`src/rtl/tlik_pkg.sv`:
```
// ---------------------------------------------------------------------------
// tlik_pkg: shared types, constants and arithmetic steps
// Types and step functions for the two-link leg inverse kinematics block.
// ---------------------------------------------------------------------------
package tlik_pkg;

    // configuration register indexes
    localparam logic [2:0] REG_UPPER_LEN = 3'd0;
    localparam logic [2:0] REG_LOWER_LEN = 3'd1;
    localparam logic [2:0] REG_Y_LO      = 3'd2;
    localparam logic [2:0] REG_Y_HI      = 3'd3;
    localparam logic [2:0] REG_Z_LO      = 3'd4;
    localparam logic [2:0] REG_Z_HI      = 3'd5;

    localparam int CORDIC_ITERS = 16;
    localparam int SQRT_STEPS   = 25;   // root bits of a 50-bit radicand

    typedef logic signed [14:0] coord_t;
    typedef logic signed [53:0] cw_t;   // CORDIC x/y, operands scaled by 2^24
    typedef logic signed [27:0] ca_t;   // CORDIC angle, Q16 degrees

    localparam ca_t DEG90  = ca_t'(90 * 65536);
    localparam ca_t DEG180 = ca_t'(180 * 65536);

    // clamped foot target, front to back
    typedef struct packed {
        coord_t x;
        coord_t y;
        coord_t z;
    } point_t;

    // side data that rides along the back pipeline
    typedef struct packed {
        coord_t             x;
        coord_t             y;
        logic signed [25:0] n;        // law-of-cosines numerator, valid when in reach
        logic               oor;
        logic [7:0]         knee_fix; // knee when out of reach
    } carry_t;

    typedef struct packed {
        logic [49:0] rem;
        logic [50:0] res;
    } sq_t;

    typedef struct packed {
        cw_t x;
        cw_t y;
        ca_t z;
    } cs_t;

    function automatic ca_t atan_entry(input int unsigned i);
        ca_t r;
        case (i)
            0:       r = ca_t'(2949120);
            1:       r = ca_t'(1740967);
            2:       r = ca_t'(919879);
            3:       r = ca_t'(466945);
            4:       r = ca_t'(234379);
            5:       r = ca_t'(117304);
            6:       r = ca_t'(58666);
            7:       r = ca_t'(29335);
            8:       r = ca_t'(14668);
            9:       r = ca_t'(7334);
            10:      r = ca_t'(3667);
            11:      r = ca_t'(1833);
            12:      r = ca_t'(917);
            13:      r = ca_t'(458);
            14:      r = ca_t'(229);
            15:      r = ca_t'(115);
            default: r = '0;
        endcase
        return r;
    endfunction

    // one digit of the bitwise square root; sh is twice the digit position
    function automatic sq_t isqrt_step(input sq_t a, input int unsigned sh);
        logic [50:0] b;
        logic [50:0] t;
        sq_t         r;
        b = 51'(1) << sh;
        t = a.res + b;
        if ({1'b0, a.rem} >= t)
        begin
            r.rem = 50'({1'b0, a.rem} - t);
            r.res = (a.res >> 1) + b;
        end
        else
        begin
            r.rem = a.rem;
            r.res = a.res >> 1;
        end
        return r;
    endfunction

    // quadrant handling and scaling ahead of the vectoring loop
    function automatic cs_t cordic_prep(input logic signed [31:0] y,
                                        input logic signed [31:0] x);
        cs_t r;
        cw_t xs;
        cw_t ys;
        xs = cw_t'(x);
        ys = cw_t'(y);
        r.z = '0;
        if (x == 0)
        begin
            if (y > 0)
                r.z = DEG90;
            else if (y < 0)
                r.z = -DEG90;
            xs = '0;
            ys = '0;
        end
        else if (y == 0)
        begin
            if (x < 0)
                r.z = DEG180;
        end
        else if (x < 0)
        begin
            r.z = (y > 0) ? DEG180 : -DEG180;
            xs = -xs;
            ys = -ys;
        end
        r.x = xs <<< 24;
        r.y = ys <<< 24;
        return r;
    endfunction

    function automatic cs_t cordic_iter(input cs_t a, input int unsigned i);
        cs_t r;
        r = a;
        if (a.y > 0)
        begin
            r.x = a.x + (a.y >>> i);
            r.y = a.y - (a.x >>> i);
            r.z = a.z + atan_entry(i);
        end
        else if (a.y < 0)
        begin
            r.x = a.x - (a.y >>> i);
            r.y = a.y + (a.x >>> i);
            r.z = a.z - atan_entry(i);
        end
        return r;
    endfunction

    // Q16 degrees to whole degrees, toward zero
    function automatic logic signed [11:0] trunc_deg(input ca_t q);
        ca_t m;
        m = (q < 0) ? -q : q;
        m = m >>> 16;
        return (q < 0) ? -12'(m) : 12'(m);
    endfunction

endpackage

```
`src/rtl/tlik_front.sv`:
```
// ---------------------------------------------------------------------------
// tlik_front: target intake and clamp
// Takes foot targets and snaps (y, z) to the upper or lower limit pair when y or z reaches it.
// ---------------------------------------------------------------------------
module tlik_front (
    input  logic              clk,
    input  logic              rst_n,
    input  logic              in_valid,
    output logic              in_ready,
    input  tlik_pkg::coord_t  target_x,
    input  tlik_pkg::coord_t  target_y,
    input  tlik_pkg::coord_t  target_z,
    input  tlik_pkg::coord_t  y_lo,
    input  tlik_pkg::coord_t  y_hi,
    input  tlik_pkg::coord_t  z_lo,
    input  tlik_pkg::coord_t  z_hi,
    output logic              push_valid,
    input  logic              push_ready,
    output tlik_pkg::point_t  push_data
);

    logic             valid_reg;
    logic             valid_next;
    tlik_pkg::point_t pt_reg;
    tlik_pkg::point_t pt_next;
    logic             take;

    assign in_ready   = !valid_reg || push_ready;
    assign take       = in_valid && in_ready;
    assign push_valid = valid_reg;
    assign push_data  = pt_reg;

    always_comb
    begin
        valid_next = take || (valid_reg && !push_ready);
        pt_next.x  = target_x;
        // upper pair wins over lower pair
        if (target_z >= z_hi || target_y >= y_hi)
        begin
            pt_next.y = y_hi;
            pt_next.z = z_hi;
        end
        else if (target_z <= z_lo || target_y <= y_lo)
        begin
            pt_next.y = y_lo;
            pt_next.z = z_lo;
        end
        else
        begin
            pt_next.y = target_y;
            pt_next.z = target_z;
        end
    end

    always_ff @(posedge clk or negedge rst_n)
    begin
        if (!rst_n)
            valid_reg <= 1'b0;
        else
            valid_reg <= valid_next;
    end

    always_ff @(posedge clk)
    begin
        if (take)
            pt_reg <= pt_next;
    end

endmodule

```
`config.mk`:
```
export PLATFORM = sky130hd
export DESIGN_NAME = tlik_front
export DESIGN_NICKNAME = d
export VERILOG_FILES = /design/src/rtl/tlik_pkg.sv /design/src/rtl/tlik_front.sv
export SDC_FILE = /design/constraint.sdc
export NUM_CORES = 1
export LEC_CHECK = 0
export BUFFER_PORTS_ARGS = -buffer_cell sky130_fd_sc_hd__buf_2
export CAP_MARGIN = 20
export CORE_MARGIN = 3
export CORE_UTILIZATION = 45
export CTS_BUF_LIST = sky130_fd_sc_hd__clkbuf_16
export CTS_CLUSTER_SIZE = 28
export DETAILED_ROUTE_END_ITERATION = 7
export PLACE_DENSITY_LB_ADDON = 0.05
export SYNTH_ARGS = -nofsm -noshare
export SYNTH_HDL_FRONTEND = slang
export SYNTH_SLANG_ARGS = --single-unit
```
`constraint.sdc`:
```
create_clock -name clk -period 5.25 [get_ports clk]
set_input_delay 0.2625 -clock clk [delete_from_list [all_inputs] [get_ports clk]]
set_output_delay 0.2625 -clock clk [all_outputs]
set_load 0.01 [all_outputs]
```
## Yosys cells after proc, flatten, opt, wreduce, memory -nomap -nowiden

Cells that the tools add are included.

| word-level totals | value |
|---|---|
| register bits | 46 |
| input port bits | 109 |

| cells by class | value |
|---|---|
| magnitude comparators | 4 |
| multiplexer cells | 2 |
| reductions and logical operators | 8 |

Operator list:

| cell | number |
|---|---|
| $mux 30 | 2 |
| $ge 15x15->1 | 2 |
| $le 15x15->1 | 2 |
| $logic_or 1x1->1 | 4 |
| $logic_and 1x1->1 | 2 |
| $logic_not 1->1 | 2 |

## Logic depth before layout (Yosys ltp)

| logic depth | value |
|---|---|
| depth in word-level cells | 4 |
| gate-level depth with buffers | 11 |
| depth with buffers taken out | 9 |

## Worst setup path before layout

Ideal clock, no wire load.

| timing | value |
|---|---|
| path kind | in2reg |
| start | input z_hi[4] |
| end | register pt_reg, in the netlist push_data[17] (data pin) |
| setup time | 272 ps |
| arrival | 1,862 ps |
| data required time | 4,978 ps |
| slack | 3,115 ps |
| cell stages on the path | 11 |
| cells stage by stage | inv_1 ha_1 a211oi_1 o21ai_0 o22ai_1 mux2i_1 nand3_1 buf_2 buf_2 a41oi_1 a22oi_1 |

RTL lines:

| element | RTL line | text |
|---|---|---|
| start: declaration | tlik_front.sv:16 | `input tlik_pkg::coord_t z_hi,` |
| end signal: assignment | tlik_front.sv:66 | `pt_reg <= pt_next;` |
| end: declaration | tlik_front.sv:24 | `tlik_pkg::point_t pt_reg;` |

==> run summary <==
fmax -> 378 MHz
power per cell area -> 234 nW/µm²
pin count of the biggest net entering global routing -> 57
Overflow after GRT -> 0
Max Root-Sink Buffers -> 2
Clock Pin Slew Worst Setup and Hold Paths -> 0.07 ns
RSZ-0062 raised after global routing -> false
syn avg cell area -> 9.89 µm²
Leak -> 2.33 nW
Port Buf Inserts -> 155
clk root buf -> clkbuf_16
clock sink count -> 46
Worst EP required -> 5.29 ns
total die area -> 9440 µm²
post-synthesis instance area -> 3740 µm²
GP Congestion -> 0.822
Critical Path Sink Type -> flip-flop
most common cell in the netlist -> ha_1
Final Setup Violations -> 0
Setup CP Type -> in2reg
clock skew -> 0.00527 ns
Final min period -> 2.64 ns
final antenna-violating net count -> 0
CP Max Fanout -> 34
num rows -> 32
cell taking the most area after synthesis -> edfxtp_1
cells after synthesis -> 378
main flop type after synthesis -> edfxtp_1
Synth top cells by count -> ha_1, inv_1, edfxtp_1, o21ai_0
Final Cycle Share -> 0.504
via density per instance -> 5.68
CTS tree -> built
Die Y -> 97.2 µm
post-CTS setup buffers -> 0
total global-route track usage -> 0.215
initial core utilization -> 0.474
total CTS buffers -> 5
ANT cells -> 0
status -> completed
Slew Limit Fails -> 0
layout cell share with drive strength beyond 1 -> 0.337
flops & latches, synth -> 46
syn nets -> 547
DR vias -> 3576
clock latency on the worst-skew pair -> 0.29 ns
Post-synth EDFFs -> 45
final wirelength -> 10.6 mm
startpoint types -> primary input
Slew HR -> 0.576
drt drc -> 0
crit path DAT -> 2.68 ns
Final nets -> 696
Yosys warnings -> 0
I/O Pins -> 156
Synth top area share -> 0.361
placed inst area -> 4580 µm²
flop-to-flop setup slack -> 3.74 ns
vias in the first global route -> 3475
htree depth -> 2
initial antenna violation count -> 0
design area -> 4800 µm²
Pre-antenna DRT Iters -> 4
global-route wire length before repair -> 16.9 mm
Starting DRT DRC Count -> 138
maximum capacitance violations -> 0
synthesis-to-finish area growth -> 28.4%
asr flop ratio synth -> 0.0217
HP Class -> in2reg
Core ar. -> 7890 µm²
Peak VDD IR -> 0.000200 V
Slew @ Worst Pin -> 0.623 ns
ranking of synthesized cells by area -> edfxtp_1, ha_1, a41oi_1
hpwl dp -> 7.87 mm
TNS Setup -> 0 ns
Distinct cells, synth -> 37
wire per inst -> 16.8 µm
Hold Vio Cnt, Final -> 0
sequential cell area fraction in the yosys report -> 0.368
die width -> 97.2 µm
[cells in the final DEF, fill, tap and decap left out, types with 12 or more instances in the layout]
master / synthesis / final
a21oi_1: 21 / 20
a22oi_1: 28 / 28
a41oi_1: 28 / 28
buf_2: 4 / 155
edfxtp_1: 45 / 45
ha_1: 60 / 60
inv_1: 59 / 59
nand4_1: 12 / 12
nor2_1: 12 / 12
o21ai_0: 36 / 36
[flip-flops by register name (all words and copies together), names as in the netlist]
signal and count:
push_data 45, push_valid 1
[stage by stage]
stage / cells / total power (W) / hold slack (ns) / util / worst slack, ns
6_report: 630 / 0.00112 / 0.149 / 0.609 / 2.61
3_3_place_gp: 617 / 0.000777 / 0.0369 / 0.577 / 1.98
4_1_cts: 627 / 0.00112 / 0.148 / 0.601 / 2.18
3_5_place_dp: 618 / 0.000792 / 0.0384 / 0.580 / 1.90
2_1_floorplan: 378 / 0.000666 / -0.0331 / - / 3.12
5_1_grt: 630 / 0.00119 / 0.139 / 0.609 / 2.40
[critical path: stages]
cell and delay (ns):
buf_2 0.12, ha_1 0.30, a211oi_1 0.20, o21ai_0 0.14, o22ai_1 0.17, mux2i_1 0.31
nand3_2 0.49, buf_16 0.37, a41oi_1 0.20, a22oi_1 0.09
[worst paths after layout]
kind,start,endpoint,depth (start not counted)
worst max-delay path,target_z[4],push_data[9]$_DFFE_PP_,10
worst min-delay path,target_x[8],push_data[38]$_DFFE_PP_,1
worst max register to register,push_valid$_DFF_PN0_,push_data[34]$_DFFE_PP_,3
worst min register to register,push_valid$_DFF_PN0_,push_valid$_DFF_PN0_,2
max in group asynchronous,rst_n,push_valid$_DFF_PN0_,2
min in group asynchronous,rst_n,push_valid$_DFF_PN0_,2
[timing repair]
action                    in CTS  in global routing
hold endpoints to repair       1                  0
resized for setup              0                  0
hold buffers                   1                  0
[report_power, final]
part           leakage (nW)  switching, W  internal (W)  total, W
sequential            0.438    0.00000625      0.000439  0.000446
clock                0.0704      0.000150      0.000179  0.000329
combinational          1.82      0.000201      0.000148  0.000349
[metal layers]
metal	share of wire	global-route usage
met5	0	0
met4	0.0064	0.0400
met1	0.42	0.270
met3	0.060	0.0287
met2	0.52	0.393
[area by class of cell]
type	instances	area (µm²)
fill	722	3090
timing repair buffer	162	891
inverter	59	221
clock buffer	5	125
sequential	46	1380
multi-input combinational	253	2030
clock inverter	3	25.0
tap	102	128
[kinds of logic (layout without fill, tap and decap cells)]
| group | Yosys count | after routing | synth area share |
|---|---|---|---|
| multiplexers | 4 | 4 | 0.0130 |
| buffers and inverters | 79 | 229 | 0.0907 |
| AND/OR/NAND/NOR | 50 | 50 | 0.0736 |
| flip-flops | 46 | 46 | 0.368 |
| AO/OA/AOI/OAI | 139 | 139 | 0.254 |
| adder cells (fa/ha/maj) | 60 | 60 | 0.201 |
Power figures use the tool's default switching activity.
