--- config.mk ---
export PLATFORM = sky130hd
export DESIGN_NAME = tlik_fifo
export DESIGN_NICKNAME = d
export VERILOG_FILES = /design/src/rtl/tlik_pkg.sv /design/src/rtl/tlik_fifo.sv
export SDC_FILE = /design/constraint.sdc
export NUM_CORES = 1
export LEC_CHECK = 0
export ABC_CLOCK_PERIOD_IN_PS = 3700
export BUFFER_PORTS_ARGS = -buffer_cell sky130_fd_sc_hd__buf_2
export CORE_ASPECT_RATIO = 1.2
export CORE_MARGIN = 3
export CORE_UTILIZATION = 30
export DETAILED_ROUTE_END_ITERATION = 16
export PLACE_DENSITY_LB_ADDON = 0.05
export SLEW_MARGIN = 5
export SYNTH_ARGS = -nofsm -noshare
export SYNTH_HDL_FRONTEND = slang
export SYNTH_SLANG_ARGS = --single-unit
export TNS_END_PERCENT = 20
--- constraint.sdc ---
create_clock -name clk -period 3.7 [get_ports clk]
set_clock_uncertainty 0.15 [all_clocks]
set_input_delay 1.11 -clock clk [delete_from_list [all_inputs] [get_ports clk]]
set_output_delay 1.11 -clock clk [all_outputs]
set_load 0.02 [all_outputs]
--- src/rtl/tlik_pkg.sv ---
// ---------------------------------------------------------------------------
// tlik_pkg: shared types, constants and arithmetic steps
// Types and step functions for the two-link leg inverse kinematics block.
// ---------------------------------------------------------------------------
package tlik_pkg;

    // configuration register indexes
    localparam logic [2:0] REG_UPPER_LEN = 3'd0;
    localparam logic [2:0] REG_LOWER_LEN = 3'd1;
    localparam logic [2:0] REG_Y_LO      = 3'd2;
    localparam logic [2:0] REG_Y_HI      = 3'd3;
    localparam logic [2:0] REG_Z_LO      = 3'd4;
    localparam logic [2:0] REG_Z_HI      = 3'd5;

    localparam int CORDIC_ITERS = 16;
    localparam int SQRT_STEPS   = 25;   // root bits of a 50-bit radicand

    typedef logic signed [14:0] coord_t;
    typedef logic signed [53:0] cw_t;   // CORDIC x/y, operands scaled by 2^24
    typedef logic signed [27:0] ca_t;   // CORDIC angle, Q16 degrees

    localparam ca_t DEG90  = ca_t'(90 * 65536);
    localparam ca_t DEG180 = ca_t'(180 * 65536);

    // clamped foot target, front to back
    typedef struct packed {
        coord_t x;
        coord_t y;
        coord_t z;
    } point_t;

    // side data that rides along the back pipeline
    typedef struct packed {
        coord_t             x;
        coord_t             y;
        logic signed [25:0] n;        // law-of-cosines numerator, valid when in reach
        logic               oor;
        logic [7:0]         knee_fix; // knee when out of reach
    } carry_t;

    typedef struct packed {
        logic [49:0] rem;
        logic [50:0] res;
    } sq_t;

    typedef struct packed {
        cw_t x;
        cw_t y;
        ca_t z;
    } cs_t;

    function automatic ca_t atan_entry(input int unsigned i);
        ca_t r;
        case (i)
            0:       r = ca_t'(2949120);
            1:       r = ca_t'(1740967);
            2:       r = ca_t'(919879);
            3:       r = ca_t'(466945);
            4:       r = ca_t'(234379);
            5:       r = ca_t'(117304);
            6:       r = ca_t'(58666);
            7:       r = ca_t'(29335);
            8:       r = ca_t'(14668);
            9:       r = ca_t'(7334);
            10:      r = ca_t'(3667);
            11:      r = ca_t'(1833);
            12:      r = ca_t'(917);
            13:      r = ca_t'(458);
            14:      r = ca_t'(229);
            15:      r = ca_t'(115);
            default: r = '0;
        endcase
        return r;
    endfunction

    // one digit of the bitwise square root; sh is twice the digit position
    function automatic sq_t isqrt_step(input sq_t a, input int unsigned sh);
        logic [50:0] b;
        logic [50:0] t;
        sq_t         r;
        b = 51'(1) << sh;
        t = a.res + b;
        if ({1'b0, a.rem} >= t)
        begin
            r.rem = 50'({1'b0, a.rem} - t);
            r.res = (a.res >> 1) + b;
        end
        else
        begin
            r.rem = a.rem;
            r.res = a.res >> 1;
        end
        return r;
    endfunction

    // quadrant handling and scaling ahead of the vectoring loop
    function automatic cs_t cordic_prep(input logic signed [31:0] y,
                                        input logic signed [31:0] x);
        cs_t r;
        cw_t xs;
        cw_t ys;
        xs = cw_t'(x);
        ys = cw_t'(y);
        r.z = '0;
        if (x == 0)
        begin
            if (y > 0)
                r.z = DEG90;
            else if (y < 0)
                r.z = -DEG90;
            xs = '0;
            ys = '0;
        end
        else if (y == 0)
        begin
            if (x < 0)
                r.z = DEG180;
        end
        else if (x < 0)
        begin
            r.z = (y > 0) ? DEG180 : -DEG180;
            xs = -xs;
            ys = -ys;
        end
        r.x = xs <<< 24;
        r.y = ys <<< 24;
        return r;
    endfunction

    function automatic cs_t cordic_iter(input cs_t a, input int unsigned i);
        cs_t r;
        r = a;
        if (a.y > 0)
        begin
            r.x = a.x + (a.y >>> i);
            r.y = a.y - (a.x >>> i);
            r.z = a.z + atan_entry(i);
        end
        else if (a.y < 0)
        begin
            r.x = a.x - (a.y >>> i);
            r.y = a.y + (a.x >>> i);
            r.z = a.z - atan_entry(i);
        end
        return r;
    endfunction

    // Q16 degrees to whole degrees, toward zero
    function automatic logic signed [11:0] trunc_deg(input ca_t q);
        ca_t m;
        m = (q < 0) ? -q : q;
        m = m >>> 16;
        return (q < 0) ? -12'(m) : 12'(m);
    endfunction

endpackage

--- src/rtl/tlik_fifo.sv ---
// ---------------------------------------------------------------------------
// tlik_fifo: short queue between front and back
// Four-entry first-in first-out queue of clamped targets.
// ---------------------------------------------------------------------------
module tlik_fifo (
    input  logic              clk,
    input  logic              rst_n,
    input  logic              push_valid,
    output logic              push_ready,
    input  tlik_pkg::point_t  push_data,
    output logic              pop_valid,
    input  logic              pop_ready,
    output tlik_pkg::point_t  pop_data
);

    localparam int DEPTH = 4;
    localparam int AW    = $clog2(DEPTH);

    tlik_pkg::point_t entry_reg [DEPTH];
    logic [AW-1:0]    wr_ptr_reg;
    logic [AW-1:0]    rd_ptr_reg;
    logic [AW:0]      count_reg;
    logic [AW:0]      count_next;
    logic             push;
    logic             pop;

    assign push_ready = (count_reg != (AW+1)'(DEPTH));
    assign pop_valid  = (count_reg != '0);
    assign pop_data   = entry_reg[rd_ptr_reg];
    assign push       = push_valid && push_ready;
    assign pop        = pop_valid && pop_ready;

    always_comb
    begin
        count_next = count_reg;
        if (push && !pop)
            count_next = count_reg + 1'b1;
        else if (pop && !push)
            count_next = count_reg - 1'b1;
    end

    always_ff @(posedge clk or negedge rst_n)
    begin
        if (!rst_n)
        begin
            wr_ptr_reg <= '0;
            rd_ptr_reg <= '0;
            count_reg  <= '0;
        end
        else
        begin
            if (push)
                wr_ptr_reg <= wr_ptr_reg + 1'b1;
            if (pop)
                rd_ptr_reg <= rd_ptr_reg + 1'b1;
            count_reg <= count_next;
        end
    end

    always_ff @(posedge clk)
    begin
        if (push)
            entry_reg[wr_ptr_reg] <= push_data;
    end

endmodule

# ---- Word level (Yosys, flattened, before mapping)
# Memories as Yosys holds them, arrays and structs flattened.
# Cells that the tools add are included.
dict set report classes {
  reduce_logical 8
  n_eq_ne 1
  addsub 4
  muxes 4
}
# cell count
set ops {}
lappend ops {{$mux W3} 2}
lappend ops {{$add A2 B1 Y2 const B} 2}
lappend ops {{$logic_and A1 B1 Y1} 4}
lappend ops {{$add A3 B1 Y3 const B} 1}
lappend ops {{$ne A3 B3 Y1 const B} 1}
lappend ops {{$reduce_bool A3 Y1} 1}
lappend ops {{$sub A3 B1 Y3 const B} 1}
lappend ops {{$logic_not A1 Y1} 2}
lappend ops {{$mux W1} 2}
lappend ops {{$reduce_bool A2 Y1} 1}
dict set report totals {
  mem_bits_rw 180
  regBits 7
  n_memories 1
  word_cells 21
}
# name words width read_ports rd_ports_with_merged_regs write_ports line
set memory_table {}
lappend memory_table {entry_reg 4 45 1 0 1 tlik_fifo.sv:19} ;# tlik_pkg::point_t entry_reg [DEPTH];

# ---- Longest topological paths before layout
# Gate-level depths: netlist of the first run.
dict set report logic_depth {
  word_depth 6
  ltp_mapped 8
}

# ---- Worst setup path after synthesis of the first run
# OpenSTA, ideal clock, no wires.
dict set report synth_timing {
  path_kind {input port to flip-flop}
  from {in push_valid}
  to {mem entry_reg[0][0] (netlist name), enable pin}
  stages 2
  path_slack_ns 0.648
  required_time_ns 3.143
  setup_time_ns 0.407
  path_buffers 0
  arrival_time_ns 2.495
  cell_sequence {a21boi_2 and2_1}
}
dict set report synth_between {
  elab_chain_cells 3
}
# element line
set synth_lines {}
lappend synth_lines {{start: declaration} tlik_fifo.sv:8} ;# input logic push_valid,
lappend synth_lines {{$logic_and A1 B1 Y1} tlik_fifo.sv:30} ;# assign push = push_valid && push_ready;
lappend synth_lines {{$mux W1} tlik_fifo.sv:62} ;# if (push)
lappend synth_lines {{$mux W1 (not written as such)} tlik_fifo.sv:63} ;# entry_reg[wr_ptr_reg] <= push_data;
lappend synth_lines {{end: declaration} tlik_fifo.sv:19}
# No other way between the ends.

==> flow_summary.yaml, run 1 <==
status:
  outcome: "finished, final reports clean"
synth:
  yosys_warnings: 0
  syn_area_per_cell_um2: 25.6
  synth_top_cell_by_area: "edfxtp_1"
  synth_top_area_share: 0.781
  yosys-top-cells-area: "edfxtp_1, mux4_2, dfrtp_1"
  seq_area_frac_synth: 0.806
  syn_inst: 270
  synth_cell_type_count: 20
  syn_nets: 325
  synth_seq_cells: 187
  syn-cell-area_mm2: 0.00692
timing:
  hold_slack_ps: 368
  fin_setup_tns_ps: 0
  finalCritPeriodShare: 0.935
  slew_headroom: 0.616
  finalWorstSetupSlack_ps: 240
  rsz0062_at_grt: "false"
  setup_viol: 0
  fmax_mhz: 289
  finalHoldViolations: 0
  slew_viol_final: 0
  post-route-min-period_ps: 3460
  worst_pin_slew_ps: 575
clock_network:
  tritoncts: "built"
  cts_setup_buffers: 0
  cts_hold_buf: 0
  clkLatencyLatePin_ps: 420
  cts.clk_slew.worst_paths_ps: 70
  cts_resized: 0
  cts_max_level: 4
  clk_path_buf_depth: 2
  cts.sinks: 187
  cts_made_buffers: 17
  root_buffer: "clkbuf_16"
power:
  powerDensity_mw_per_mm2: 836
  clockPowerShare: 0.263
  power_switching_w: 0.00225
  ir_worst_vdd_mv: 0.344
  p_seq_frac: 0.421
  p_int_w: 0.00486
  comb_power_share: 0.316
  switching_share: 0.317
  power_leakage_nw: 2.90
global_routing:
  antenna_found_initial: 1
  globalRoute.totalOverflow: 0
  grt_first_pass_wirelength_mm: 20.6
  grt_use_total: 0.117
  grt_max_degree: 26
  grt_pass1_vias: 3364
placement:
  io_buffers: 95
  dp_hpwl_mm: 8.52
  place_ws_ps: 605
  gp_congestion: 0.631
floorplanning:
  die_y_um: 172
  die_area_mm2: 0.0249
  start_util: 0.306
  core_mm2: 0.0226
  die_w_um: 145
  row_count: 60
  io_pins: 96
setup_path:
  start_kind: "flip-flop"
  worstPathRequired_ps: 2440
  path_class: "flip-flop to output pin"
  path_max_fanout: 25
  worst_setup_path_end_kind: "output pin"
  crit_arrival_ps: 2200
detailed_routing:
  finalWirelength_mm: 13.7
  vias_per_cell: 4.33
  wire_per_inst_um: 19.3
  drt-initial-drc-count: 172
  drc: 0
  num_vias: 3080
  ant_nets: 0
  dr_wl_met2_mm: 7.23
  drtPass1Iterations: 5
  wl_met3_um: 550
  drt-met1-wl_mm: 5.79
  highest_layer: "met5"
min_path:
  hold_path_class: "input port to asynchronous set/reset pin"
layout:
  final_nets: 443
  layout-drive-gt1-share: 0.484
  largest_reg_flops: 180
  diodes: 0
  syn2layout_area_growth_pct: 22.9
  final_common_cell: "edfxtp_1"
  layout_common_cells: "edfxtp_1, buf_2, mux4_2, clkbuf_16, buf_12"
flow_run:
  maxCapViolations: 0
## cells in the mapped netlist
cell type and count:
fa_1 1, xnor2_1 4, dfrtp_1 7, a21boi_2 1
or3_1 1, nand2_1 2, mux4_2 45, buf_4 1
buf_2 5, nor2_1 2, and2_1 4, ha_1 5
edfxtp_1 180, mux2_2 2, buf_6 1, buf_8 1
buf_12 2, xor2_1 2, inv_1 3, nand3_1 1
## worst max-delay path, cell delays in order (launching register included)
cell and delay (ps):
dfrtp_4 810, buf_4 280, mux4_2 510, buf_2 170
## metrics by stage
stage               cell area [um2]  cells  total power [W]  utilization
floorplan                      6920    270          0.00455            -
global placement               7900    679          0.00538        0.350
detailed placement             7900    679          0.00540        0.350
CTS                            8510    711          0.00728        0.377
global route                   8510    711          0.00752        0.377
finish                         8510    711          0.00711        0.377
## power groups by stage
| stage | clock (W) | combinational (W) | sequential (W) |
|---|---|---|---|
| after floorplan | 0 | 0.00162 | 0.00294 |
| after global placement | 0 | 0.00233 | 0.00304 |
| after detailed placement | 0 | 0.00234 | 0.00306 |
| after CTS | 0.00192 | 0.00234 | 0.00301 |
| after global routing | 0.00201 | 0.00246 | 0.00305 |
| final | 0.00187 | 0.00225 | 0.00300 |
## cell families (layout without fill, tap and decap cells)
kind of cell               after synthesis  after routing  synth area share
DFF                                    187            187             0.806
and+or+nand+nor                         10             10           0.00741
xor gates and xnor gates                 6              6           0.00759
AOI/OAI and AO/OA                        1              1           0.00163
adders and majority gates                6              6            0.0119
muxes                                   47             47             0.150
buffers and inverters                   13            144            0.0159
## layout make-up
type                    instances  area, um2
clock buffers                  17        425
inverters                       3       11.3
well taps                     310        388
flip-flops and latches        187       5590
multi-input cells              70       1240
fillers                      2088      14100
repair buffers                109        681
clock inverters                15        184
## path summary, 6_finish.rpt
kind / start / endpoint / slack [ps] / cells past startpoint
worst max-delay path: rd_ptr_reg[0] / pop_data[18] / 240 / 3
worst min-delay path: rst_n / count_reg[2] / 370 / 1
worst max register to register: count_reg[0] / count_reg[2] / 1460 / 8
worst min register to register: count_reg[2] / count_reg[2] / 380 / 1
max in group asynchronous: rst_n / rd_ptr_reg[0] / 2840 / 1
min in group clk: count_reg[2] / count_reg[2] / 380 / 1
## layer usage
metal  vias up  track usage
li1       1379            -
met1      1628        0.144
met2        63        0.199
met3         8       0.0343
met4         2       0.0365
met5         -            0
(Power assumes the default switching activity.)
==> inputs of run 2 (changes only) <==
--- a/config.mk
+++ b/config.mk
@@ -12,5 +12,5 @@
 export CORE_UTILIZATION = 30
 export DETAILED_ROUTE_END_ITERATION = 16
-export PLACE_DENSITY_LB_ADDON = 0.05
+export PLACE_DENSITY = 0.44
 export SLEW_MARGIN = 5
 export SYNTH_ARGS = -nofsm -noshare
==> constraint.sdc (replaced) <==
create_clock -name clk -period 3.7 [get_ports clk]
set_clock_uncertainty 0.15 [all_clocks]
set_input_delay 0.555 -clock clk [delete_from_list [all_inputs] [get_ports clk]]
set_output_delay 0.555 -clock clk [all_outputs]
set_load 0.02 [all_outputs]
==> run 2 against run 1 <==
  * Global-route usage is 0.33 points lower
  * Via count rose by 0.16%
  * Combinational power fell by 5%
  * Non-clock buffer count decreased by 7
  * Fmax up 18%
  * Final cell count down 1.1%
  * Sequential share of layout area increased by 0.51 points
  * First-iteration DRC count shrank 11%
  * Design area fell by 0.76%
  * Die area unchanged
  * Total power fell by 0.44%
  * Clock-buffer cell count rose by 1
  * Critical path type unchanged
==> flow_summary.yaml, run 2 (same netlist as run 1, synthesis figures left out) <==
status:
  outcome: "finished, final reports clean"
power:
  ir_worst_vdd_mv: 0.408
  fin_total_pwr_w: 0.00708
  switching_share: 0.313
  p_int_w: 0.00487
  power_leakage_nw: 2.85
  powerDensity_mw_per_mm2: 838
  clockPowerShare: 0.270
  power_switching_w: 0.00222
  comb_power_share: 0.302
  p_seq_frac: 0.428
min_path:
  hold_path_class: "input port to flip-flop"
global_routing:
  antenna_found_initial: 1
  grt_use_total: 0.114
  grt_pass1_vias: 3447
  globalRoute.totalOverflow: 0
  grt_first_pass_wirelength_mm: 20.5
  grt_max_degree: 36
timing:
  worst_pin_slew_ps: 662
  slew_headroom: 0.559
  hold_slack_ps: 187
  slew_viol_final: 0
  fin_setup_tns_ps: 0
  rsz0062_at_grt: "false"
  fmax_mhz: 341
  finalCritPeriodShare: 0.793
  finalWorstSetupSlack_ps: 767
  setup_viol: 0
  post-route-min-period_ps: 2930
  finalHoldViolations: 0
detailed_routing:
  finalWirelength_mm: 13.4
  drt-initial-drc-count: 153
  drc: 0
  vias_per_cell: 4.39
  drtPass1Iterations: 5
  ant_nets: 0
  num_vias: 3085
  wire_per_inst_um: 19.0
floorplanning:
  die_y_um: 172
  core_mm2: 0.0226
  die_w_um: 145
  row_count: 60
  die_area_mm2: 0.0249
  io_pins: 96
  start_util: 0.306
placement:
  gp_congestion: 0.645
  dp_hpwl_mm: 8.16
  io_buffers: 95
  place_ws_ps: 1120
clock_network:
  clkLatencyLatePin_ps: 420
  root_buffer: "clkbuf_16"
  cts_made_buffers: 17
  clk_path_buf_depth: 2
  tritoncts: "built"
  cts_setup_buffers: 0
  cts_max_level: 4
  cts.sinks: 187
  cts.clk_slew.worst_paths_ps: 70
setup_path:
  path_class: "flip-flop to output pin"
  crit_arrival_ps: 2230
  path_max_fanout: 26
  worstPathRequired_ps: 2990
  worst_setup_path_end_kind: "output pin"
  start_kind: "flip-flop"
flow_run:
  maxCapViolations: 0
layout:
  final_common_cell: "edfxtp_1"
  fin_util: 0.374
  largest_reg_flops: 180
  layout_common_cells: "edfxtp_1, buf_2, mux4_2, clkbuf_16, buf_12"
  diodes: 0
  syn2layout_area_growth_pct: 22.0
  layout-drive-gt1-share: 0.468
  final_nets: 436
-- run 2: worst paths after layout --
kind                       slack [ps]           from               end  cells past startpoint
min in group asynchronous         370          rst_n      count_reg[0]                      2
hold / removal                    190  push_data[36]  entry_reg[0][36]                      1
hold reg to reg                   390   count_reg[2]      count_reg[2]                      1
setup / recovery                  770  rd_ptr_reg[0]      pop_data[32]                      3
setup reg to reg                 1430   count_reg[0]      count_reg[2]                      8
max in group asynchronous        2830          rst_n     rd_ptr_reg[0]                      2
-- run 2: critical path, cell delays in order (launching register included) --
cell,delay (ps)
dfrtp_4,740
buf_12,310
mux4_2,570
buf_2,180
-- run 2: area by class of cell --
cell class	instances	area [um2]
Clock buffer	18	429
Clock inverter	13	190
Fill cell	2092	14100
Inverter	3	11.3
Multi-Input combinational cell	70	1240
Sequential cell	187	5590
Tap cell	310	388
Timing Repair Buffer	102	606
-- run 2: repair_timing --
action	CTS	global route
resized for setup	0	0
setup endpoints to repair	0	0
endpoints found under the hold margin	7	0
hold buffers	1	0
-- run 2: power groups by stage --
stage	Sequential (W)	Combinational, W	Clock, W
floorplan	0.00294	0.00162	0
global placement	0.00308	0.00221	0
detailed placement	0.00310	0.00222	0
CTS	0.00306	0.00222	0.00196
global route	0.00309	0.00232	0.00206
finish	0.00303	0.00214	0.00191
-- run 2: through the flow --
stage	instances	instance area, um2
6_report	703	8450
5_1_grt	703	8450
4_1_cts	703	8450
3_5_place_dp	671	7820
3_3_place_gp	671	7820
2_1_floorplan	270	6920
-- run 2: per-layer routing --
| layer | global-route usage | part of all wire | vias to the layer above |
|---|---|---|---|
| met1 | 0.137 | 0.41 | 1646 |
| met2 | 0.196 | 0.53 | 61 |
| met3 | 0.0326 | 0.037 | 14 |
| li1 | - | - | 1362 |
| met4 | 0.0389 | 0.015 | 2 |
| met5 | 0 | 0.00082 | - |
==> inputs of run 3 (changes only) <==
- ABC_CLOCK_PERIOD_IN_PS: 3700 -> 2710
- clock period: 3.7 -> 2.71 ns (I/O delays scaled with it)
==> run 3 against run 2 <==
  * First-iteration DRC count up 35%
  * Largest power group unchanged
  * Routed wire length down 1.3%
  * Design area down 0.24%
  * Global-route usage down 0.28 points
  * Sequential cell count unchanged
  * Die area unchanged
==> flow_summary.yaml, run 3 (same netlist as run 1, synthesis figures left out) <==
setup_path:
  r2r_slack_ps: 510
  worstPathRequired_ps: 2150
  worst_path_max_delay_cell: "dfrtp_4"
  r2r-start: "count_reg[0]"
  r2r-end: "count_reg[2]"
  r2r_cells: 8
  path_class: "flip-flop to output pin"
  setup.worst_path.start: "rd_ptr_reg[0]"
  worst_setup_path_end_kind: "output pin"
  start_kind: "flip-flop"
  crit_arrival_ps: 1950
  slowest_delay_ps: 580
  cp_cell_sequence: "buf_4 > mux4_2 > buf_2"
  crit_path_end: "pop_data[34]"
  path_max_fanout: 11
min_path:
  hold_path_class: "input port to flip-flop"
global_routing:
  antenna_found_initial: 1
  grt_use_total: 0.111
  grt_first_pass_wirelength_mm: 19.9
  grt_pass1_vias: 3393
  globalRoute.totalOverflow: 0
  grt_max_degree: 32
floorplanning:
  row_count: 60
  io_pins: 96
  die_y_um: 172
  start_util: 0.306
  core_mm2: 0.0226
  die_w_um: 145
  die_area_mm2: 0.0249
detailed_routing:
  num_vias: 3089
  drc: 0
  ant_nets: 0
  drt-initial-drc-count: 206
  wire_per_inst_um: 18.6
  drtPass1Iterations: 4
  finalWirelength_mm: 13.2
  vias_per_cell: 4.34
placement:
  gp_congestion: 0.662
  io_buffers: 95
  dp_hpwl_mm: 8.17
layout:
  multi_input_area_mm2: 0.00124
  final_nets: 445
  layout-drive-gt1-share: 0.478
  final_common_cell: "edfxtp_1"
  regArea_mm2: 0.00559
  syn2layout_area_growth_pct: 21.7
  layout_common_cells: "edfxtp_1, buf_2, mux4_2, clkbuf_16, buf_4"
  diodes: 0
  largest_reg_flops: 180
  n_fill_cell: 2112
timing:
  post-route-min-period_ps: 2500
  slew_viol_final: 0
  slew_headroom: 0.655
  worst_pin_slew_ps: 517
  hold_slack_ps: 47.0
  finalCritPeriodShare: 0.923
  setup_viol: 0
  fin_setup_tns_ps: 0
  fmax_mhz: 400
  rsz0062_at_grt: "false"
  finalHoldViolations: 0
power:
  power_switching_w: 0.00303
  p_seq_frac: 0.427
  powerDensity_mw_per_mm2: 1120
  ir_worst_vdd_mv: 0.450
  switching_share: 0.320
  clockPowerShare: 0.246
  fin_total_pwr_w: 0.00946
  p_int_w: 0.00643
  comb_power_share: 0.327
  power_leakage_nw: 2.86
clock_network:
  clkLatencyLatePin_ps: 420
  tritoncts: "built"
  cts_made_buffers: 17
  cts_max_level: 4
  cts_resized: 0
  root_buffer: "clkbuf_16"
  cts.clk_slew.worst_paths_ps: 70
  clk_path_buf_depth: 2
  cts.sinks: 187
status:
  outcome: "finished, final reports clean"
flow_run:
  maxCapViolations: 0
==> run 3: routing by layer <==
metal / track usage / share of wire / up-vias
met3: 0.0335 / 0.043 / 13
li1: - / - / 1383
met5: 0 / 0.00098 / -
met2: 0.187 / 0.52 / 70
met4: 0.0389 / 0.013 / 2
met1: 0.136 / 0.42 / 1621
==> run 3: worst min path at each step <==
stage | from | end | slack, ps | depth (start not counted)
2_1_floorplan | rst_n | count_reg[0] | -40 | 0
3_3_place_gp | rst_n | rd_ptr_reg[1] | 100 | 1
3_5_place_dp | rst_n | count_reg[1] | 100 | 1
4_1_cts | push_data[40] | entry_reg[1][40] | 20 | 1
5_1_grt | push_data[4] | entry_reg[1][4] | 20 | 1
6_report | push_data[1] | entry_reg[0][1] | 50 | 1
==> run 3: critical path, delay by kind of cell, from the launching register on <==
kind,cells,cell delay (ps)
buffers and inverters,2,420
flip-flops,1,580
multiplexers,1,530
==> run 3: area by class of cell <==
class / instances / area share
clock inverters: 12 / 0.0138
repair buffers: 111 / 0.0778
flip-flops and latches: 187 / 0.663
well taps: 310 / 0.0460
inverters: 3 / 0.00134
multi-input cells: 70 / 0.147
clock buffers: 19 / 0.0514
==> run 3: power groups by stage <==
stage          clock [W]  sequential (W)  combinational (W)
3_3_place_gp           0         0.00414            0.00313
4_1_cts          0.00241         0.00406            0.00322
5_1_grt          0.00251         0.00410            0.00337
3_5_place_dp           0         0.00417            0.00313
2_1_floorplan          0         0.00401            0.00221
6_report         0.00232         0.00404            0.00310
==> run 3: timing repair <==
action                                  CTS  global route
hold endpoints to repair                  7             0
setup buffers                             1             0
hold buffers                              1             0
endpoints found under the setup margin   25             0
==> run 3: per-stage QoR <==
step | util | setup slack (ps) | instances | instance area (um2)
floorplan | - | 298 | 270 | 6920
global placement | 0.348 | 410 | 679 | 7850
detailed placement | 0.348 | 421 | 679 | 7850
CTS | 0.373 | 134 | 712 | 8430
global route | 0.373 | 84.2 | 712 | 8430
finish | 0.373 | 208 | 712 | 8430
